==> config.mk <==
export PLATFORM = sky130hd
export DESIGN_NAME = rgb565_tinted_additive_blend_top_flat
export DESIGN_NICKNAME = d
export VERILOG_FILES = /design/src/rtab_pkg.sv /design/src/rtab_if.sv /design/src/rtab_datapath.sv /design/src/rgb565_tinted_additive_blend_top.sv /design/src/flat_wrapper.sv
export SDC_FILE = /design/constraint.sdc
export NUM_CORES = 1
export LEC_CHECK = 0
export BUFFER_PORTS_ARGS = -buffer_cell sky130_fd_sc_hd__buf_2
export CELL_PAD_IN_SITES_DETAIL_PLACEMENT = 1
export CELL_PAD_IN_SITES_GLOBAL_PLACEMENT = 1
export CORE_UTILIZATION = 50
export CTS_CLUSTER_DIAMETER = 60
export DETAILED_ROUTE_END_ITERATION = 10
export HOLD_SLACK_MARGIN = 0.03
export PLACE_DENSITY = 0.92
export SYNTH_ARGS = -nofsm -noshare
export SYNTH_HDL_FRONTEND = slang
export SYNTH_SLANG_ARGS = --single-unit
==> constraint.sdc <==
create_clock -name clk -period 6 [get_ports clk]
set_input_delay 0.3 -clock clk [delete_from_list [all_inputs] [get_ports clk]]
set_output_delay 0.3 -clock clk [all_outputs]
set_load 0.02 [all_outputs]
==> src/rtab_pkg.sv <==
`timescale 1ns / 1ps
// ----------------------------------------------------------------------------
// rtab_pkg
// Shared types and constants of the tinted additive RGB565 blender.
// ----------------------------------------------------------------------------
package rtab_pkg;

  localparam int CFG_AW = 3;
  localparam int CFG_DW = 32;

  // register select is paddr bit 2 (byte addresses 0 and 4)
  localparam logic REG_TINT  = 1'b0;
  localparam logic REG_ALPHA = 1'b1;

  localparam logic [15:0] TINT_RST   = 16'hFFFF;
  localparam logic [8:0]  ALPHA_RST  = 9'd256;
  localparam logic [8:0]  FULL_ALPHA = 9'd256;

  localparam logic [8:0] SAT_RB = 9'h0F8;
  localparam logic [8:0] SAT_G  = 9'h0FC;

  // per-stage load strobes of the datapath
  typedef struct packed {
    logic ld1;
    logic ld2;
    logic ld3;
  } pipe_ctrl_t;

endpackage

==> src/rtab_if.sv <==
`timescale 1ns / 1ps
// ----------------------------------------------------------------------------
// rtab_if
// Valid/ready channels: source/destination pixel pair in, blended pixel out.
// ----------------------------------------------------------------------------
interface rtab_in_if;
  logic        valid;
  logic        ready;
  logic [15:0] source_pixel;
  logic [15:0] dest_pixel;

  modport source (output valid, output source_pixel, output dest_pixel, input ready);
  modport sink (input valid, input source_pixel, input dest_pixel, output ready);
endinterface

interface rtab_out_if;
  logic        valid;
  logic        ready;
  logic [15:0] blended_pixel;
  logic        write_enable;

  modport source (output valid, output blended_pixel, output write_enable, input ready);
  modport sink (input valid, input blended_pixel, input write_enable, output ready);
endinterface

==> src/rtab_datapath.sv <==
`timescale 1ns / 1ps
// ----------------------------------------------------------------------------
// rtab_datapath
// Three register stages: coverage x alpha, tint x weight, scale and blend.
// ----------------------------------------------------------------------------
module rtab_datapath (
  input  logic                clk,
  input  rtab_pkg::pipe_ctrl_t ctrl,
  input  logic [15:0]         source_pixel,
  input  logic [15:0]         dest_pixel,
  input  logic [15:0]         tint_color,
  input  logic [8:0]          alpha_level,
  output logic [15:0]         blended_pixel,
  output logic                write_enable
);

  function automatic logic [7:0] widen_r(input logic [15:0] p);
    return {p[15:11], p[15:13]};
  endfunction

  function automatic logic [7:0] widen_g(input logic [15:0] p);
    return {p[10:5], p[10:9]};
  endfunction

  function automatic logic [7:0] widen_b(input logic [15:0] p);
    return {p[4:0], p[4:2]};
  endfunction

  // floor(p / 65280): drop 8 bits, then divide by 255 via reciprocal
  function automatic logic [7:0] div_scale(input logic [23:0] p);
    logic [16:0] s;
    s = {1'b0, p[23:8]} + {9'b0, p[23:16]} + 17'd1;
    return s[15:8];
  endfunction

  // stage 1
  logic [7:0]  cov;
  logic [8:0]  alpha_c;
  logic [16:0] k_full;
  logic [15:0] s1_k_r;
  logic [15:0] s1_dst_r;
  logic        s1_zero_r;

  assign cov     = widen_r(source_pixel);
  assign alpha_c = (alpha_level > rtab_pkg::FULL_ALPHA) ? rtab_pkg::FULL_ALPHA : alpha_level;
  assign k_full  = alpha_c * cov;

  always_ff @(posedge clk) begin
    if (ctrl.ld1) begin
      s1_k_r    <= k_full[15:0];
      s1_dst_r  <= dest_pixel;
      s1_zero_r <= (source_pixel[15:11] == 5'd0);
    end
  end

  // stage 2
  logic [23:0] s2_pr_r;
  logic [23:0] s2_pg_r;
  logic [23:0] s2_pb_r;
  logic [15:0] s2_dst_r;
  logic        s2_zero_r;

  always_ff @(posedge clk) begin
    if (ctrl.ld2) begin
      s2_pr_r   <= widen_r(tint_color) * s1_k_r;
      s2_pg_r   <= widen_g(tint_color) * s1_k_r;
      s2_pb_r   <= widen_b(tint_color) * s1_k_r;
      s2_dst_r  <= s1_dst_r;
      s2_zero_r <= s1_zero_r;
    end
  end

  // stage 3
  logic [7:0]  qr, qg, qb;
  logic [15:0] tinted;
  logic [8:0]  sum_r, sum_g, sum_b;
  logic [8:0]  sat_r, sat_g, sat_b;
  logic [15:0] blend_nxt;
  logic [15:0] out_pix_r;
  logic        out_we_r;

  always_comb begin
    qr     = div_scale(s2_pr_r);
    qg     = div_scale(s2_pg_r);
    qb     = div_scale(s2_pb_r);
    tinted = {qr[7:3], qg[7:2], qb[7:3]};
    sum_r  = {1'b0, widen_r(tinted)} + {1'b0, widen_r(s2_dst_r)};
    sum_g  = {1'b0, widen_g(tinted)} + {1'b0, widen_g(s2_dst_r)};
    sum_b  = {1'b0, widen_b(tinted)} + {1'b0, widen_b(s2_dst_r)};
    sat_r  = (sum_r > rtab_pkg::SAT_RB) ? rtab_pkg::SAT_RB : sum_r;
    sat_g  = (sum_g > rtab_pkg::SAT_G)  ? rtab_pkg::SAT_G  : sum_g;
    sat_b  = (sum_b > rtab_pkg::SAT_RB) ? rtab_pkg::SAT_RB : sum_b;
    blend_nxt = {sat_r[7:3], sat_g[7:2], sat_b[7:3]};
  end

  always_ff @(posedge clk) begin
    if (ctrl.ld3) begin
      out_pix_r <= s2_zero_r ? s2_dst_r : blend_nxt;
      out_we_r  <= !s2_zero_r;
    end
  end

  assign blended_pixel = out_pix_r;
  assign write_enable  = out_we_r;

endmodule

==> src/rgb565_tinted_additive_blend_top.sv <==
`timescale 1ns / 1ps
// ----------------------------------------------------------------------------
// rgb565_tinted_additive_blend_top
// Tinted additive blend of an RGB565 pixel stream with coverage from red.
// ----------------------------------------------------------------------------
// in_ch carries a source/destination pixel pair, out_ch the blended pixel
// and a write enable (low when source coverage is zero, pixel = destination).
// A transfer happens on a clock edge with valid and ready both high.
// Each pixel passes through three register stages (coverage x alpha
// multiply, tint x weight multiply, scale and saturating add). Throughput
// is one pixel per clock while the receiver does not stall: each stage
// takes a new pixel every cycle unless it is full and its successor holds.
// When the receiver stalls, each stage holds and empty stages still fill, so
// in_ch keeps taking pixels until the pipeline is full.
// Tint colour and alpha are written through the cfg_ APB port (tint at byte
// 0, alpha at byte 4) by the user only while no pixel is in flight, which
// the block does not enforce; pready is always high. Synchronous reset
// (rst_n low) empties the pipeline, sets tint to 0xFFFF and alpha to 256 (full strength).
// ----------------------------------------------------------------------------
module rgb565_tinted_additive_blend_top (
  input  logic                         clk,
  input  logic                         rst_n,
  rtab_in_if.sink                      in_ch,
  rtab_out_if.source                   out_ch,
  input  logic                         cfg_psel,
  input  logic                         cfg_penable,
  input  logic                         cfg_pwrite,
  input  logic [rtab_pkg::CFG_AW-1:0]  cfg_paddr,
  input  logic [rtab_pkg::CFG_DW-1:0]  cfg_pwdata,
  output logic [rtab_pkg::CFG_DW-1:0]  cfg_prdata,
  output logic                         cfg_pready
);

  // configuration registers
  logic [15:0] tint_r;
  logic [8:0]  alpha_r;
  logic        cfg_wr;

  assign cfg_pready = 1'b1;
  assign cfg_wr     = cfg_psel && cfg_penable && cfg_pwrite && cfg_pready;

  always_ff @(posedge clk) begin
    if (!rst_n) begin
      tint_r  <= rtab_pkg::TINT_RST;
      alpha_r <= rtab_pkg::ALPHA_RST;
    end else if (cfg_wr) begin
      unique case (cfg_paddr[2])
        rtab_pkg::REG_TINT:  tint_r  <= cfg_pwdata[15:0];
        rtab_pkg::REG_ALPHA: alpha_r <= cfg_pwdata[8:0];
        default: ;
      endcase
    end
  end

  always_comb begin
    unique case (cfg_paddr[2])
      rtab_pkg::REG_TINT:  cfg_prdata = {16'd0, tint_r};
      rtab_pkg::REG_ALPHA: cfg_prdata = {23'd0, alpha_r};
      default:             cfg_prdata = '0;
    endcase
  end

  // pipeline valid bits; a stage loads when it is empty or its successor moves
  logic v1_r, v2_r, v3_r;
  logic v1_nxt, v2_nxt, v3_nxt;
  logic rdy1, rdy2, rdy3;
  rtab_pkg::pipe_ctrl_t ctrl;

  assign rdy3 = !v3_r || out_ch.ready;
  assign rdy2 = !v2_r || rdy3;
  assign rdy1 = !v1_r || rdy2;

  assign ctrl = '{ld1: rdy1, ld2: rdy2, ld3: rdy3};

  assign v1_nxt = rdy1 ? in_ch.valid : v1_r;
  assign v2_nxt = rdy2 ? v1_r : v2_r;
  assign v3_nxt = rdy3 ? v2_r : v3_r;

  always_ff @(posedge clk) begin
    if (!rst_n) begin
      v1_r <= 1'b0;
      v2_r <= 1'b0;
      v3_r <= 1'b0;
    end else begin
      v1_r <= v1_nxt;
      v2_r <= v2_nxt;
      v3_r <= v3_nxt;
    end
  end

  assign in_ch.ready  = rdy1;
  assign out_ch.valid = v3_r;

  rtab_datapath u_datapath (
    .clk           (clk),
    .ctrl          (ctrl),
    .source_pixel  (in_ch.source_pixel),
    .dest_pixel    (in_ch.dest_pixel),
    .tint_color    (tint_r),
    .alpha_level   (alpha_r),
    .blended_pixel (out_ch.blended_pixel),
    .write_enable  (out_ch.write_enable)
  );

  // a result only appears when stage 2 held an item
  a_no_phantom: assert property (@(posedge clk) disable iff (!rst_n)
    $rose(v3_r) |-> $past(v2_r))
    else $error("result appeared without an item in stage 2");

  // a stalled result is neither dropped nor replaced
  a_stall_hold: assert property (@(posedge clk) disable iff (!rst_n)
    (v3_r && !out_ch.ready) |=> (v3_r && $stable(out_ch.blended_pixel)
                                 && $stable(out_ch.write_enable)))
    else $error("stalled result lost or changed");

  // a full middle stage never drops its item while the next one is blocked
  a_mid_hold: assert property (@(posedge clk) disable iff (!rst_n)
    (v2_r && !rdy3) |=> v2_r)
    else $error("stage 2 item lost during stall");

  a_tint_wr: assert property (@(posedge clk) disable iff (!rst_n)
    (cfg_wr && (cfg_paddr[2] == rtab_pkg::REG_TINT)) |=> (tint_r == $past(cfg_pwdata[15:0])))
    else $error("tint register write failed");

  a_alpha_wr: assert property (@(posedge clk) disable iff (!rst_n)
    (cfg_wr && (cfg_paddr[2] == rtab_pkg::REG_ALPHA)) |=> (alpha_r == $past(cfg_pwdata[8:0])))
    else $error("alpha register write failed");

endmodule
==> src/flat_wrapper.sv <==
// flat-port wrapper written by rule: the top's interface ports become plain ports
module rgb565_tinted_additive_blend_top_flat 
  (clk, rst_n, cfg_psel, cfg_penable, cfg_pwrite, cfg_paddr, cfg_pwdata, cfg_prdata, cfg_pready, in_ch_valid, in_ch_source_pixel, in_ch_dest_pixel, in_ch_ready, out_ch_valid, out_ch_blended_pixel, out_ch_write_enable, out_ch_ready);
  rtab_in_if in_ch_i ();
  rtab_out_if out_ch_i ();
  input  logic clk;
  input  logic rst_n;
  input  logic cfg_psel;
  input  logic cfg_penable;
  input  logic cfg_pwrite;
  input  logic [rtab_pkg::CFG_AW-1:0] cfg_paddr;
  input  logic [rtab_pkg::CFG_DW-1:0] cfg_pwdata;
  output logic [rtab_pkg::CFG_DW-1:0] cfg_prdata;
  output logic cfg_pready;
  input wire logic [$bits(in_ch_i.valid)-1:0] in_ch_valid;
  input wire logic [$bits(in_ch_i.source_pixel)-1:0] in_ch_source_pixel;
  input wire logic [$bits(in_ch_i.dest_pixel)-1:0] in_ch_dest_pixel;
  output wire logic [$bits(in_ch_i.ready)-1:0] in_ch_ready;
  output wire logic [$bits(out_ch_i.valid)-1:0] out_ch_valid;
  output wire logic [$bits(out_ch_i.blended_pixel)-1:0] out_ch_blended_pixel;
  output wire logic [$bits(out_ch_i.write_enable)-1:0] out_ch_write_enable;
  input wire logic [$bits(out_ch_i.ready)-1:0] out_ch_ready;
  assign in_ch_i.valid = in_ch_valid;
  assign in_ch_i.source_pixel = in_ch_source_pixel;
  assign in_ch_i.dest_pixel = in_ch_dest_pixel;
  assign in_ch_ready = in_ch_i.ready;
  assign out_ch_valid = out_ch_i.valid;
  assign out_ch_blended_pixel = out_ch_i.blended_pixel;
  assign out_ch_write_enable = out_ch_i.write_enable;
  assign out_ch_i.ready = out_ch_ready;
  rgb565_tinted_additive_blend_top u_core (.clk(clk), .rst_n(rst_n), .in_ch(in_ch_i), .out_ch(out_ch_i), .cfg_psel(cfg_psel), .cfg_penable(cfg_penable), .cfg_pwrite(cfg_pwrite), .cfg_paddr(cfg_paddr), .cfg_pwdata(cfg_pwdata), .cfg_prdata(cfg_prdata), .cfg_pready(cfg_pready));
endmodule
==> impl_metrics.toml, run 1 <==
[floorplan]
die_y_um = 199
pin_count = 126
rows = 71
start_util = 0.512
dieArea_um2 = 39600
core_um2 = 37900
die_x_um = 199

[synthesis]
synth_edf_count = 115
yosysMostFrequentCell = "inv_1"
synth_warnings = 0
synth_top_family_by_area = "adder cells"
synth_top_cell_area_share = 0.302
netlist_area_um2 = 19400
synth_fa_ha_area_frac = 0.428
yosysSeqAreaShare = 0.207
synth_mux_area_frac = 0.00574
ys_types = 64
yosys_most_used_dff = "edfxtp_1"
syn_avg_cell_area_um2 = 9.68
synth_area_leaders = "fa_1, edfxtp_1, ha_1"
synth_compound_area_frac = 0.0745
ys_ff_latch = 143
synth_xor_area_frac = 0.0379
synthTopCellsByCount = "inv_1, fa_1, nand2_1, ha_1, and2_1"
yosys.area_share.simple = 0.143
yosysTopAreaCell = "fa_1"
syn_inst = 2006
synthArstFlopShare = 0

[placement]
placed_area_um2 = 20200
gp_congestion = 0.895
numPortBuffers = 79
dp_hpwl_mm = 47.2

[worst_setup_path]
arrival_ps = 5740
crit_path_start = "u_core.u_datapath.s1_k_r[7]"
crit_type = "register to register"
required_ps = 6220
path_delay_family = "adder cells"
r2r_slack_ps = 480
end_kind = "register"
cpMaxStageDelayCell = "edfxtp_1"
crit_path_max_incr_delay_ps = 870
rr_endpoint = "u_core.u_datapath.s2_pb_r[23]"
crit_path_max_fanout = 16
path_common_cell = "fa_1"
path_cells = "nand2_1, fa_1, fa_1, fa_1, inv_1, fa_1, ha_1, a21oi_1, o211ai_1, o221a_1, a41oi_2, o21ai_1, o41ai_2, xnor2_1"
worst-path-buf-inv = 1
cp_num_cells = 14
worstSetupStartpointType = "register"
crit_path_end = "u_core.u_datapath.s2_pb_r[23]"
reg2reg_depth = 14
timing.rr.start = "u_core.u_datapath.s1_k_r[7]"

[route]
met3_length_mm = 3.33
wl_per_cell_um = 23.5
route.met2.wl_mm = 31.6
highest_layer = "met5"
drt_iter0_markers = 898
vias = 14900
via_per_inst = 5.72
wl_met1_mm = 21.2
antenna_left = 0
firstDrtPassIters = 5
finalWirelength_mm = 61.1
drc = 0

[finish]
nNetsFinal = 2633
fillerInstances = 4257
final_area_um2 = 21000
fin_util = 0.553
area_delta_synth_final_pct = 8.13
antennaDiodeCount = 0
drive_gt1_frac = 0.0667

[clock_network]
cts_resized = 0
cts_tree = "yes"
clkSinkCount = 143
htree_levels = 4
cts_buffers = 17
path_clk_slew_ps = 70
clock_path_buffers = 2
ctsRootBufferMaster = "clkbuf_16"
clock_latency_ps = 480

[timing]
clock_skew_ps = 10.4
maxClockFrequency_mhz = 181
min_period_over_period = 0.920
relSlewSlack = 0.327
rsz0062_at_grt = "false"
fin_setup_tns_ps = 0
worst_pin_slew_ps = 1010
whs_ps = 54.7
setup_viol = 0
fin_crit_ps = 5520
finalHoldViolations = 0
finalMaxSlewViolations = 0

[pwr]
ir_drop_mv = 0.266
power.density_nw_per_um2 = 412
p_leak_nw = 10.6

[grt]
grt_usage = 0.330
grt_first_pass_wirelength_mm = 96.9
grt_max_degree = 66
antenna_found_initial = 1
globalRouteOverflowTotal = 0
grt_pass1_vias = 18100

[outcome]
run_status = "completed"

[worst_hold_path]
worstHoldPathType = "input pin to register"

[run]
max_cap_violations = 0
worst min-delay path, delay by kind of cell:
kind                   cells  cell delay, ps
buffers and inverters      1              80
and+or+nand+nor            2             120
timing repair:
action	CTS	global route
hold endpoints to repair	16	0
hold buffers	16	0
buffers inserted	0	0
endpoints found under the setup margin	0	0
worst min-delay path by stage:
stage                             startpoint                             to  slack [ps]  depth (start not counted)
2_1_floorplan            in_ch_dest_pixel[0]  u_core.u_datapath.s1_dst_r[0]         400                          0
3_3_place_gp   u_core.u_datapath.s1_dst_r[9]  u_core.u_datapath.s2_dst_r[9]         400                          0
3_5_place_dp   u_core.u_datapath.s1_dst_r[5]  u_core.u_datapath.s2_dst_r[5]         410                          0
4_1_cts                       cfg_pwdata[10]              u_core.tint_r[10]          40                          3
5_1_grt                       cfg_pwdata[11]              u_core.tint_r[11]          70                          3
6_report                      cfg_pwdata[10]              u_core.tint_r[10]          50                          3
final cells by class:
cell class                 instances  area, µm²  area share
inverter                         452       1700      0.0808
clock inverter                     7       68.8     0.00328
timing repair buffer              99        586      0.0279
multi-input combinational       1358      13400       0.641
clock buffer                      25        539      0.0257
sequential                       143       4010       0.191
tap                              511        639      0.0305
cells in the final DEF (no fill, tap or decap), types with 9 or more instances in the layout:
cell / instances
conb_1: 17
ha_1: 195
nor2b_1: 28
clkbuf_16: 20
nand3_1: 36
edfxtp_1: 115
fa_1: 293
a21o_1: 19
nor2_1: 50
and3_1: 9
nand2_1: 205
dfxtp_1: 28
a21oi_1: 54
dlygate4sd3_1: 16
o21ai_0: 24
xnor2_1: 57
mux2_2: 9
o21a_1: 25
a21boi_0: 10
o211ai_1: 9
inv_1: 452
and2_1: 177
xor2_1: 27
o21bai_1: 9
buf_2: 79
power breakdown:
| group | total (mW) | internal [mW] | switching [mW] |
|---|---|---|---|
| registers | 1.80 | 1.60 | 0.203 |
| clock network | 1.13 | 0.666 | 0.460 |
| logic | 5.73 | 2.39 | 3.34 |
layer usage:
layer | GRT usage | vias to the layer above
met5 | 0 | -
li1 | - | 6356
met1 | 0.336 | 7535
met2 | 0.588 | 632
met4 | 0.267 | 2
met3 | 0.0610 | 327
stage by stage:
| step | power, mW | std cells | setup slack (ps) |
|---|---|---|---|
| detailed placement | 7.26 | 2547 | 645 |
| floorplan | 5.70 | 2021 | 1340 |
| global placement | 6.61 | 2547 | 936 |
| finish | 8.66 | 2595 | 482 |
| CTS | 8.57 | 2595 | 624 |
| global route | 9.20 | 2595 | 366 |
registers in the layout (all words and copies together) (netlist names), 9 cells and up:
signal / flops
u_core.u_datapath.s2_pb_r: 16
u_core.tint_r: 16
u_core.u_datapath.s2_dst_r: 16
u_core.alpha_r: 9
u_core.u_datapath.blended_pixel: 16
u_core.u_datapath.s1_k_r: 16
u_core.u_datapath.s2_pr_r: 16
u_core.u_datapath.s1_dst_r: 16
u_core.u_datapath.s2_pg_r: 16
cells by family after synthesis:
group,Yosys count
AO/OA/AOI/OAI,209
XOR/XNOR,84
adder cells (fa/ha/maj),488
flip-flops,143
other,2
multiplexers,10
AND/OR/NAND/NOR,550
buffers and inverters,520
Note: power is estimated with default switching activity, not from simulation.
==> inputs of run 2 (changes only) <==
--- a/config.mk
+++ b/config.mk
@@ -8,6 +8,7 @@
 export BUFFER_PORTS_ARGS = -buffer_cell sky130_fd_sc_hd__buf_2
 export CELL_PAD_IN_SITES_DETAIL_PLACEMENT = 1
 export CELL_PAD_IN_SITES_GLOBAL_PLACEMENT = 1
+export CORE_MARGIN = 2
 export CORE_UTILIZATION = 50
 export CTS_CLUSTER_DIAMETER = 60
 export DETAILED_ROUTE_END_ITERATION = 10
@@ -15,4 +16,5 @@
 export PLACE_DENSITY = 0.92
 export SYNTH_ARGS = -nofsm -noshare
 export SYNTH_HDL_FRONTEND = slang
+export SYNTH_HIERARCHICAL = 1
 export SYNTH_SLANG_ARGS = --single-unit
==> impl_metrics.toml, run 2 <==
[placement]
numPortBuffers = 79
gp_congestion = 0.897
dp_hpwl_mm = 44.4
place_inst = 2482
post-place-ws_ps = 385

[route]
via_per_inst = 5.45
finalWirelength_mm = 54.8
vias = 13800
wl_per_cell_um = 21.6
drt_iter0_markers = 633
firstDrtPassIters = 5
antenna_left = 0
drc = 0

[grt]
antenna_found_initial = 1
grt_usage = 0.290
grt_max_degree = 66
grt_pass1_vias = 16700
globalRouteOverflowTotal = 0
grt_first_pass_wirelength_mm = 87.1

[finish]
fin_util = 0.551
drive_gt1_frac = 0.0738
layout_common_cells = "inv_1, fa_1, ha_1"
final_common_cell = "inv_1"
final_cell_count_no_fill = 2532
nNetsFinal = 2569
area_delta_synth_final_pct = 8.41

[timing]
rsz0062_at_grt = "false"
fin_crit_ps = 5770
clock_skew_ps = 17.9
min_period_over_period = 0.961
setup_viol = 0
finalMaxSlewViolations = 0
worst_pin_slew_ps = 1120
relSlewSlack = 0.253
fin_setup_tns_ps = 0
maxClockFrequency_mhz = 173
finalHoldViolations = 0
setup_ws_ps = 232

[outcome]
run_status = "completed"

[synthesis]
yosysMostFrequentCell = "inv_1"
syn_inst = 1922
synthTopCellsByCount = "inv_1, fa_1, ha_1, and2_1, nand2_1"
netlist_area_um2 = 19200
ys_ff_latch = 143
synth_top_cell_area_share = 0.306
yosysTopAreaCell = "fa_1"
synth_warnings = 6
synthArstFlopShare = 0
synth_area_leaders = "fa_1, edfxtp_1, ha_1"
syn_avg_cell_area_um2 = 9.99
yosysSeqAreaShare = 0.209
synth_edf_count = 115
ys_types = 63
yosys_most_used_dff = "edfxtp_1"

[pwr]
ir_drop_mv = 0.187
p_total_mw = 7.31
p_leak_nw = 10.4
power.density_nw_per_um2 = 351

[worst_setup_path]
end_kind = "register"
arrival_ps = 5980
crit_type = "register to register"
timing.rr.start = "u_core/u_datapath/s1_k_r[1]"
crit_path_start = "u_core/u_datapath/s1_k_r[1]"
crit_path_max_fanout = 16
worstSetupStartpointType = "register"
required_ps = 6220
r2r_slack_ps = 230

[floorplan]
core_um2 = 37800
pin_count = 126
die_y_um = 200
start_util = 0.509
die_x_um = 200
rows = 71
dieArea_um2 = 40000

[clock_network]
cts_buffers = 17
path_clk_slew_ps = 80
clkSinkCount = 143
htree_levels = 4
cts_tree = "yes"
ctsRootBufferMaster = "clkbuf_16"
clock_latency_ps = 480
clock_path_buffers = 2

[worst_hold_path]
hold_start = "cfg_pwdata[3]"
worstHoldPathType = "input pin to register"

[run]
max_cap_violations = 0
-- run 2: cell types whose count changed after synthesis, moves of 14 or more --
cell,change
a21oi_1,-14
nand2_1,-44
nor2_1,-17
nand3_1,-24
mux2i_1,+24
nor2b_1,+29
-- run 2: metrics by stage --
| step | cell area (µm²) | hold slack, ps |
|---|---|---|
| detailed placement | 20100 | 406 |
| finish | 20800 | 86.2 |
| global placement | 20100 | 408 |
| floorplan | 19300 | 399 |
| global route | 20800 | 83.1 |
| CTS | 20800 | 64.2 |
-- run 2: layout make-up --
cell class | count | area, µm²
Tap cell | 511 | 639
Timing Repair Buffer | 115 | 708
Clock inverter | 15 | 120
Antenna cell | 1 | 2.50
Sequential cell | 143 | 4010
Fill cell | 4191 | 16900
Multi-Input combinational cell | 1286 | 13200
Inverter | 444 | 1670
Clock buffer | 17 | 425
-- run 2: where the power goes --
group	internal [mW]	total [mW]	switching, mW
logic	1.98	4.54	2.56
clock network	0.537	1.03	0.491
registers	1.57	1.74	0.178
-- run 2: cell families after synthesis --
family	Yosys count	share of synthesized area
AOI/OAI and AO/OA	167	0.0603
xor gates and xnor gates	88	0.0401
adders and majority gates	488	0.433
buffers and inverters	508	0.104
DFF	143	0.209
muxes	34	0.0183
other	2	0.000391
and+or+nand+nor	492	0.135
-- run 2: timing repair --
action                    in CTS  in global routing
hold endpoints to repair      17                  0
resized for setup              0                  0
hold buffers                  17                  0
setup buffers                  0                  0
-- run 2: path summary, 6_finish.rpt --
path,to,cells after the start
max,u_core/u_datapath/s2_pg_r[23],18
min,u_core/alpha_r[3],3
max reg2reg,u_core/u_datapath/s2_pg_r[23],18
min reg2reg,u_core/u_datapath/s2_dst_r[2],0
-- run 2: routing by layer --
metal	wire length, µm	part of all wire	track usage
met2	29400	0.54	0.545
met5	0	0	0
met4	2630	0.048	0.163
met3	2750	0.050	0.0603
met1	20000	0.36	0.300
-- run 2: critical path: stages (launching register included) --
cell and delay, ps:
edfxtp_1 770, and2_1 270, inv_1 90, fa_1 470, fa_1 500, inv_1 50, fa_1 480, inv_1 50
fa_1 480, inv_1 50, ha_1 360, a21o_1 210, a21o_1 190, a21oi_1 220, a31oi_1 270, a221o_1 440
a211o_1 330, a21oi_1 190, xnor2_1 90
